### src/hdl/ghd_pkg.sv
// Package for the grid heat diffusion block: word types, register codes,
// reset values and datapath widths. No dependencies.
package ghd_pkg;

  localparam int unsigned HEAT_W  = 16;  // heat value width
  localparam int unsigned POS_W   = 3;   // row and column field width
  localparam int unsigned SHIFT_W = 4;   // shift register width
  localparam int unsigned CFG_W   = 16;  // widest configuration register
  localparam int unsigned CIDX_W  = 2;   // configuration index width
  localparam int unsigned ARITH_W = 22;  // signed width of the cell update math

  localparam logic [HEAT_W-1:0]  PEAK_RST  = 16'd32767;
  localparam logic [HEAT_W-1:0]  HOLD_RST  = 16'd30000;
  localparam logic [SHIFT_W-1:0] DIFF_RST  = 4'd5;
  localparam logic [SHIFT_W-1:0] DECAY_RST = 4'd3;

  typedef enum logic [CIDX_W-1:0] {
    REG_PEAK  = 2'd0,
    REG_HOLD  = 2'd1,
    REG_DIFF  = 2'd2,
    REG_DECAY = 2'd3
  } cfg_reg_e;

  typedef enum logic {
    REQ_KEY  = 1'b0,
    REQ_TICK = 1'b1
  } req_e;

  typedef enum logic [1:0] {
    ST_IDLE,
    ST_RUN,
    ST_DRAIN
  } state_e;

  typedef struct packed {
    logic             req_type;
    logic [POS_W-1:0] key_row;
    logic [POS_W-1:0] key_col;
    logic             key_down;
  } in_word_t;

  typedef struct packed {
    logic [POS_W-1:0]  cell_row;
    logic [POS_W-1:0]  cell_col;
    logic [HEAT_W-1:0] intensity;
    logic              last_cell;
  } out_word_t;

endpackage

### src/hdl/grid_heat_diffusion.sv
// Grid heat diffusion top level: heat grid memory, tick sequencer and the
// staged cell update datapath. Depends on ghd_pkg.
//
//   channel | direction | handshake               | word
//   --------+-----------+-------------------------+-----------------------------
//   input   | in        | in_valid_i / in_stall_o | in_word_t (event or tick)
//   output  | out       | out_valid_o/out_stall_i | out_word_t (one cell)
//   config  | in        | cfg_we_i                | cfg_idx_i, cfg_wdata_i
//
// A key event does not stall the input. While the output is not stalled, the
// memory read port delivers one cell per cycle during a frame tick, and the
// first result needs a lead of one row. An output stall freezes the whole
// tick pipeline.
// Reset clears the grid at once through one valid bit per cell; no clearing
// pass runs, and the block takes a word in the first cycle after reset.

module grid_heat_diffusion
  import ghd_pkg::*;
#(
  parameter int unsigned ROWS = 4,
  parameter int unsigned COLS = 6
) (
  input  logic             clk_i,
  input  logic             rst_ni,
  input  logic             in_valid_i,
  output logic             in_stall_o,
  input  in_word_t         in_data_i,
  output logic             out_valid_o,
  input  logic             out_stall_i,
  output out_word_t        out_data_o,
  input  logic             cfg_we_i,
  input  logic [CIDX_W-1:0] cfg_idx_i,
  input  logic [CFG_W-1:0] cfg_wdata_i
);

  localparam int unsigned CELLS  = ROWS * COLS;
  localparam int unsigned IDX_W  = $clog2(CELLS);
  localparam int unsigned DEPTH  = 2 ** (IDX_W + 1);
  localparam int unsigned J_W    = $clog2(CELLS + COLS);
  localparam int unsigned WIN_N  = 2 * COLS + 1;
  localparam logic [J_W-1:0] LAST_J = J_W'(CELLS + COLS - 1);

  // Configuration registers.
  logic [HEAT_W-1:0]  peak_q, hold_q;
  logic [SHIFT_W-1:0] diff_q, decay_q;

  always_ff @(posedge clk_i or negedge rst_ni) begin
    if (!rst_ni) begin
      peak_q  <= PEAK_RST;
      hold_q  <= HOLD_RST;
      diff_q  <= DIFF_RST;
      decay_q <= DECAY_RST;
    end else if (cfg_we_i) begin
      unique case (cfg_reg_e'(cfg_idx_i))
        REG_PEAK:  peak_q  <= cfg_wdata_i;
        REG_HOLD:  hold_q  <= cfg_wdata_i;
        REG_DIFF:  diff_q  <= cfg_wdata_i[SHIFT_W-1:0];
        REG_DECAY: decay_q <= cfg_wdata_i[SHIFT_W-1:0];
        default: ;
      endcase
    end
  end

  // Sequencer state and the global pipeline advance. The whole tick pipeline
  // moves only when the output register can take or drop its word.
  state_e         state_q, state_d;
  logic           adv;
  logic           in_acc;
  logic           tick_start;
  logic           tick_done;
  logic           key_hit;
  logic [J_W-1:0] j_q;

  assign adv        = !(out_valid_o && out_stall_i);
  assign in_stall_o = (state_q != ST_IDLE);
  assign in_acc     = in_valid_i && !in_stall_o;
  assign tick_start = in_acc && (in_data_i.req_type == REQ_TICK);

  always_ff @(posedge clk_i or negedge rst_ni) begin
    if (!rst_ni) begin
      state_q <= ST_IDLE;
    end else begin
      state_q <= state_d;
    end
  end

  always_comb begin
    state_d = state_q;
    unique case (state_q)
      ST_IDLE:  if (tick_start) state_d = ST_RUN;
      ST_RUN:   if (adv && (j_q == LAST_J)) state_d = ST_DRAIN;
      ST_DRAIN: if (tick_done) state_d = ST_IDLE;
      default:  state_d = ST_IDLE;
    endcase
  end

  // The grid lives in two banks; a tick reads the live bank and writes the
  // other one, then swaps them. Valid bits only matter until the first tick,
  // which writes every cell of the new bank.
  logic                 bank_q;
  logic [CELLS-1:0]     valid_q;
  logic [HEAT_W-1:0]    mem [DEPTH];
  logic [HEAT_W-1:0]    rdata_q;
  logic                 mem_we;
  logic [IDX_W:0]       mem_waddr;
  logic [HEAT_W-1:0]    mem_wdata;
  logic [IDX_W:0]       mem_raddr;
  logic [6:0]           key_lin;
  logic [IDX_W-1:0]     key_idx;

  assign key_lin = 7'(in_data_i.key_row) * 7'(COLS) + 7'(in_data_i.key_col);
  assign key_idx = key_lin[IDX_W-1:0];
  assign key_hit = in_acc && (in_data_i.req_type == REQ_KEY) && in_data_i.key_down
                   && ({1'b0, in_data_i.key_row} < 4'(ROWS))
                   && ({1'b0, in_data_i.key_col} < 4'(COLS));

  // Issue stage: one read per unstalled cycle, the cells then a row of lead-out.
  logic           r_v_q, r_ctr_q, r_ok_q;
  logic           rd_real;

  assign rd_real   = (j_q < J_W'(CELLS));
  assign mem_raddr = {bank_q, j_q[IDX_W-1:0]};

  always_ff @(posedge clk_i or negedge rst_ni) begin
    if (!rst_ni) begin
      j_q     <= '0;
      r_v_q   <= 1'b0;
      r_ctr_q <= 1'b0;
      r_ok_q  <= 1'b0;
    end else if (tick_start) begin
      j_q   <= '0;
      r_v_q <= 1'b0;
    end else if (adv) begin
      r_v_q   <= (state_q == ST_RUN);
      r_ctr_q <= (j_q >= J_W'(COLS));
      r_ok_q  <= rd_real && valid_q[j_q[IDX_W-1:0]];
      if (state_q == ST_RUN) begin
        j_q <= j_q + 1'b1;
      end
    end
  end

  always_ff @(posedge clk_i) begin
    if (mem_we) begin
      mem[mem_waddr] <= mem_wdata;
    end
    if (adv) begin
      rdata_q <= mem[mem_raddr];
    end
  end

  // Shift line of two rows plus one cell. The newest cell sits at tap 0 and
  // the center at tap COLS, so its four neighbors are at fixed taps.
  logic [HEAT_W-1:0] win_q [WIN_N];
  logic              w_v_q;

  always_ff @(posedge clk_i) begin
    if (adv && r_v_q) begin
      win_q[0] <= r_ok_q ? rdata_q : '0;
      for (int i = 1; i < WIN_N; i++) begin
        win_q[i] <= win_q[i-1];
      end
    end
  end

  always_ff @(posedge clk_i or negedge rst_ni) begin
    if (!rst_ni) begin
      w_v_q <= 1'b0;
    end else if (tick_start) begin
      w_v_q <= 1'b0;
    end else if (adv) begin
      w_v_q <= r_v_q && r_ctr_q;
    end
  end

  // Position of the center cell.
  logic [POS_W-1:0] crow_q, ccol_q;
  logic [IDX_W-1:0] cidx_q;

  always_ff @(posedge clk_i or negedge rst_ni) begin
    if (!rst_ni) begin
      crow_q <= '0;
      ccol_q <= '0;
      cidx_q <= '0;
    end else if (tick_start) begin
      crow_q <= '0;
      ccol_q <= '0;
      cidx_q <= '0;
    end else if (adv && w_v_q) begin
      cidx_q <= cidx_q + 1'b1;
      if (ccol_q == POS_W'(COLS - 1)) begin
        ccol_q <= '0;
        crow_q <= crow_q + 1'b1;
      end else begin
        ccol_q <= ccol_q + 1'b1;
      end
    end
  end

  // Stage 1: Laplacian of the center from its existing neighbors.
  logic                      has_up, has_dn, has_lf, has_rt;
  logic [HEAT_W+1:0]         nb_sum;
  logic [2:0]                nb_cnt;
  logic [HEAT_W+2:0]         nb_prod;
  logic signed [ARITH_W-1:0] lap_d;

  assign has_up = (crow_q != '0);
  assign has_dn = (crow_q != POS_W'(ROWS - 1));
  assign has_lf = (ccol_q != '0);
  assign has_rt = (ccol_q != POS_W'(COLS - 1));

  always_comb begin
    nb_sum = (has_up ? (HEAT_W+2)'(win_q[2*COLS]) : '0)
           + (has_dn ? (HEAT_W+2)'(win_q[0])      : '0)
           + (has_lf ? (HEAT_W+2)'(win_q[COLS+1]) : '0)
           + (has_rt ? (HEAT_W+2)'(win_q[COLS-1]) : '0);
    nb_cnt = 3'(has_up) + 3'(has_dn) + 3'(has_lf) + 3'(has_rt);
    nb_prod = (HEAT_W+3)'(nb_cnt) * (HEAT_W+3)'(win_q[COLS]);
    lap_d = $signed(ARITH_W'(nb_sum)) - $signed(ARITH_W'(nb_prod));
  end

  logic                      s1_v_q, s2_v_q, s3_v_q;
  logic signed [ARITH_W-1:0] s1_lap_q, s2_v1_q, s3_v2_q;
  logic [HEAT_W-1:0]         s1_cur_q, s2_cur_q, s3_cur_q;
  logic [POS_W-1:0]          s1_row_q, s2_row_q, s3_row_q;
  logic [POS_W-1:0]          s1_col_q, s2_col_q, s3_col_q;
  logic [IDX_W-1:0]          s1_idx_q, s2_idx_q, s3_idx_q;
  logic                      s1_last_q, s2_last_q, s3_last_q;
  logic signed [ARITH_W-1:0] cur2_s;

  assign cur2_s = $signed(ARITH_W'(s1_cur_q));

  always_ff @(posedge clk_i or negedge rst_ni) begin
    if (!rst_ni) begin
      s1_v_q <= 1'b0;
      s2_v_q <= 1'b0;
      s3_v_q <= 1'b0;
    end else if (adv) begin
      s1_v_q <= w_v_q;
      s2_v_q <= s1_v_q;
      s3_v_q <= s2_v_q;
    end
  end

  // Stage 2 adds the shifted Laplacian, stage 3 takes off the decay.
  always_ff @(posedge clk_i) begin
    if (adv) begin
      s1_lap_q  <= lap_d;
      s1_cur_q  <= win_q[COLS];
      s1_row_q  <= crow_q;
      s1_col_q  <= ccol_q;
      s1_idx_q  <= cidx_q;
      s1_last_q <= !has_dn && !has_rt;

      s2_v1_q   <= cur2_s + (s1_lap_q >>> diff_q);
      s2_cur_q  <= s1_cur_q;
      s2_row_q  <= s1_row_q;
      s2_col_q  <= s1_col_q;
      s2_idx_q  <= s1_idx_q;
      s2_last_q <= s1_last_q;

      s3_v2_q   <= s2_v1_q - (s2_v1_q >>> decay_q);
      s3_cur_q  <= s2_cur_q;
      s3_row_q  <= s2_row_q;
      s3_col_q  <= s2_col_q;
      s3_idx_q  <= s2_idx_q;
      s3_last_q <= s2_last_q;
    end
  end

  // Hold blend and clamp in front of the output register. The blend divides
  // by four rounding toward zero, so negative sums get a bias of three.
  logic signed [ARITH_W-1:0] cur3_s, blend_sum, blend_q4, final_v;
  logic [HEAT_W-1:0]         new_heat;

  always_comb begin
    cur3_s    = $signed(ARITH_W'(s3_cur_q));
    blend_sum = s3_v2_q + cur3_s + (cur3_s <<< 1);
    blend_q4  = blend_sum[ARITH_W-1] ? ((blend_sum + ARITH_W'(3)) >>> 2)
                                     : (blend_sum >>> 2);
    final_v   = (s3_cur_q > hold_q) ? blend_q4 : s3_v2_q;
    if (final_v[ARITH_W-1]) begin
      new_heat = '0;
    end else if (final_v > $signed(ARITH_W'(peak_q))) begin
      new_heat = peak_q;
    end else begin
      new_heat = final_v[HEAT_W-1:0];
    end
  end

  assign tick_done = adv && s3_v_q && s3_last_q;

  // Output register.
  always_ff @(posedge clk_i or negedge rst_ni) begin
    if (!rst_ni) begin
      out_valid_o <= 1'b0;
    end else if (adv) begin
      out_valid_o <= s3_v_q;
    end
  end

  always_ff @(posedge clk_i) begin
    if (adv && s3_v_q) begin
      out_data_o.cell_row  <= s3_row_q;
      out_data_o.cell_col  <= s3_col_q;
      out_data_o.intensity <= new_heat;
      out_data_o.last_cell <= s3_last_q;
    end
  end

  // Single write port: key presses in idle, new cell values during a tick.
  always_comb begin
    mem_we    = 1'b0;
    mem_waddr = {bank_q, key_idx};
    mem_wdata = peak_q;
    if (adv && s3_v_q) begin
      mem_we    = 1'b1;
      mem_waddr = {!bank_q, s3_idx_q};
      mem_wdata = new_heat;
    end else if (key_hit) begin
      mem_we = 1'b1;
    end
  end

  always_ff @(posedge clk_i or negedge rst_ni) begin
    if (!rst_ni) begin
      bank_q  <= 1'b0;
      valid_q <= '0;
    end else if (tick_done) begin
      bank_q  <= !bank_q;
      valid_q <= '1;
    end else if (key_hit) begin
      valid_q[key_idx] <= 1'b1;
    end
  end

endmodule
### config.mk
export PLATFORM = sky130hd
export DESIGN_NAME = grid_heat_diffusion
export DESIGN_NICKNAME = d
export VERILOG_FILES = /design/src/hdl/ghd_pkg.sv /design/src/hdl/grid_heat_diffusion.sv
export SDC_FILE = /design/constraint.sdc
export NUM_CORES = 2
export LEC_CHECK = 0
export BUFFER_PORTS_ARGS = -buffer_cell sky130_fd_sc_hd__buf_2
export CORE_ASPECT_RATIO = 0.9
export CORE_MARGIN = 5
export CORE_UTILIZATION = 30
export CTS_CLUSTER_DIAMETER = 200
export DETAILED_ROUTE_END_ITERATION = 16
export PLACE_DENSITY_LB_ADDON = 0.05
export SLEW_MARGIN = 20
export SYNTH_ARGS = -nofsm -noshare
export SYNTH_HDL_FRONTEND = slang
export SYNTH_SLANG_ARGS = --single-unit
### constraint.sdc
create_clock -name clk_i -period 14.4 [get_ports clk_i]
set_input_delay 2.16 -clock clk_i [delete_from_list [all_inputs] [get_ports clk_i]]
set_output_delay 2.16 -clock clk_i [all_outputs]
set_load 0.02 [all_outputs]
==> flow_summary.yaml <==
grt:
  antenna_found_initial: 15
  grt_pass1_vias: 34400
  met1_usage_pct: 22.1
  grt_max_degree: 111
  grt_use_met3_pct: 2.36
  grt.busiest_layer: "met2"
  grt_pass1_wl_mm: 263
  track_usage_pct: 16.1
  use_met2_pct: 27.6
  grt_overflow: 0
sta:
  fin_crit_sh_pct: 58.5
  setup_tns_ps: 0
  max_freq_mhz: 119
  worst_pin_slew_ps: 1080
  fin_crit_ps: 8430
  timing.slew.headroom_pct: 28.1
  rsz0062_at_grt: "false"
  setup_viol: 0
  skew_ps: 41.7
  finalHoldViolCount: 0
  slew_viol_final: 0
finish:
  drive_gt1_share_pct: 22.5
  multi_input_area_mm2: 0.0194
  layout.nets: 4021
  syn2layout_area_growth_pct: 15.0
  final-seq-area_mm2: 0.0449
  fillers: 20400
synth:
  synth-simple-area-share_pct: 5.03
  avgSynthCellArea_um2: 18.0
  synth_ff_type: "edfxtp_1"
  synth_compound_area_share_pct: 3.85
  syn_area_mm2: 0.0651
  synth_top_family_by_area: "multiplexers"
  ys_types: 93
  ys_seq_elements: 1510
  async_reset_ff_share_pct: 6.03
  synth_edf_count: 1419
  synth_mux_area_share_pct: 13.6
  ys_seq_area_share_pct: 69.0
  yosys.area_share.adder_pct: 5.44
  syn_inst: 3616
  synth-xor-area-share_pct: 1.18
  synth_fp_nets: 3872
  synth_warnings: 0
worst_setup_path:
  cpLargestDelayFamily: "compound AO/OA/AOI/OAI gates"
  endpoint_kind: "flip-flop"
  path_buf_inv: 5
  critPathLaunchType: "flip-flop"
  arrival_ps: 8960
  cpMostUsedCell: "inv_1"
  cp_max_fo: 33
  regToRegStartpoint: "s3_cur_q[1]$_DFFE_PN_"
  cp.required_ps: 14930
  crit_path_start: "s3_cur_q[1]$_DFFE_PN_"
  critPathSlowestCell: "a32o_2"
  crit_type: "reg2reg"
  cpPeakStageDelay_ps: 780
routing:
  route.vias.total: 32500
  drtIter0Drc: 2151
  wire_per_inst_um: 27.1
  ant_nets: 0
  drc: 0
  vias_per_cell: 4.80
  wl_mm: 184
  drt_first_pass_iters: 7
clocking:
  cts_buffers: 171
  clockRootBuffer: "clkbuf_16"
  clock-sinks: 1510
  tritoncts: "yes"
  ctsHoldBuffers: 0
  clk_pin_slew_ps: 60
  post-cts-setup-buffers: 0
  cts_resized: 0
  cts_htree_levels: 4
  clock_latency_ps: 800
  clk_path_buf_depth: 3
place:
  place.gp.congestion: 0.746
  hpwl_mm: 113
  port-buffer-count: 55
flow_run:
  cap_viol_max_count: 0
floorplanning:
  fp.coreArea_mm2: 0.216
  initial_core_util_pct: 30.1
  boundaryPins: 56
  rows: 162
  die_w_um: 501
  fp.dieArea_mm2: 0.226
  die_h_um: 452
run_status:
  run_status: "completed"
worst_hold_path:
  hold_path_class: "reg2reg"
  worstHoldStart: "win_q[0][43]$_DFFE_PP_"
-- flip-flops by register name, indices dropped and copies added, names as in the netlist, 16 cells and up --
signal      flops
rdata_q        16
valid_q        24
s1_lap_q       20
s3_v2_q        22
win_q         208
peak_q         16
hold_q         16
out_data_o     23
s2_cur_q       16
s2_v1_q        22
mem          1024
s3_cur_q       16
s1_cur_q       16
-- area by class of cell --
type / count / area share, %
clock inverters: 93 / 1.27
repair buffers: 120 / 1.06
well taps: 2870 / 4.80
clock buffers: 224 / 6.04
diodes: 4 / 0.0134
flip-flops and latches: 1510 / 60.0
multi-input cells: 1794 / 25.9
inverters: 168 / 0.853
-- per-layer routing --
| layer | up-vias | part of all wire (%) |
|---|---|---|
| met5 | - | 0 |
| met4 | 0 | 1.3 |
| met3 | 187 | 3.1 |
| met2 | 462 | 50 |
| met1 | 17300 | 45 |
| li1 | 14500 | - |
-- final timing paths --
| kind | to | slack (ps) | cells past startpoint |
|---|---|---|---|
| max | mem[60][13]$_DFFE_PP_ | 5970 | 26 |
| max in group asynchronous | j_q[2]$_DFFE_PN0P_ | 11670 | 2 |
| max reg2reg | mem[60][13]$_DFFE_PP_ | 5970 | 26 |
| min reg2reg | win_q[0][59]$_DFFE_PP_ | 410 | 0 |
| min in group asynchronous | hold_q[15]$_DFFE_PN0P_ | 1400 | 1 |
| min | win_q[0][59]$_DFFE_PP_ | 410 | 0 |
-- cell usage in the layout, fill, tap and decap left out, drive strengths merged, types with 67 or more instances in the layout --
| cell type | instances |
|---|---|
| a21oi | 67 |
| o21ai | 113 |
| edfxtp | 1419 |
| buf | 120 |
| clkinv | 71 |
| clkbuf | 224 |
| inv | 174 |
| nor2 | 187 |
| ha | 128 |
| mux4 | 348 |
| nand2 | 183 |
| fa | 97 |
| and2 | 96 |
-- metrics by stage --
step                      worst slack (ps)  hold slack, ps  instance area [µm²]  cells  utilization (%)
final                                 5970             409                74800   6783             34.6
after global routing                  5320             417                74800   6780             34.6
after CTS                             5990             410                74800   6779             34.6
after detailed placement              6020             405                69400   6462             32.1
after global placement                6070             400                69400   6462             32.1
after floorplan                       3940             400                65100   3616                -
-- cell usage after synthesis, drive strengths merged (31+ instances only) --
| library cell | number | area (µm²) |
|---|---|---|
| edfxtp | 1419 | 42600 |
| mux4 | 348 | 7840 |
| nor2 | 187 | 704 |
| nand2 | 183 | 689 |
| inv | 166 | 623 |
| ha | 128 | 1600 |
| o21ai | 113 | 573 |
| clkbuf | 101 | 379 |
| fa | 97 | 1940 |
| and2 | 96 | 601 |
| a21oi | 67 | 343 |
| dfrtp | 65 | 1630 |
| mux2i | 64 | 641 |
| xnor2 | 51 | 454 |
| buf | 43 | 196 |
| xor2 | 36 | 315 |
| mux2 | 35 | 394 |
| nand2b | 34 | 213 |
| nor2b | 34 | 213 |
| nand3 | 31 | 168 |
-- cell families after synthesis --
family	count (synthesis)
muxes	447
DFF	1510
buffers and inverters	312
AOI/OAI and AO/OA	370
xor gates and xnor gates	87
adders and majority gates	225
and+or+nand+nor	665
Power is left out: the tool's default activity adds up to more than one toggle a clock period on the data nets, which glitch-free logic cannot reach.
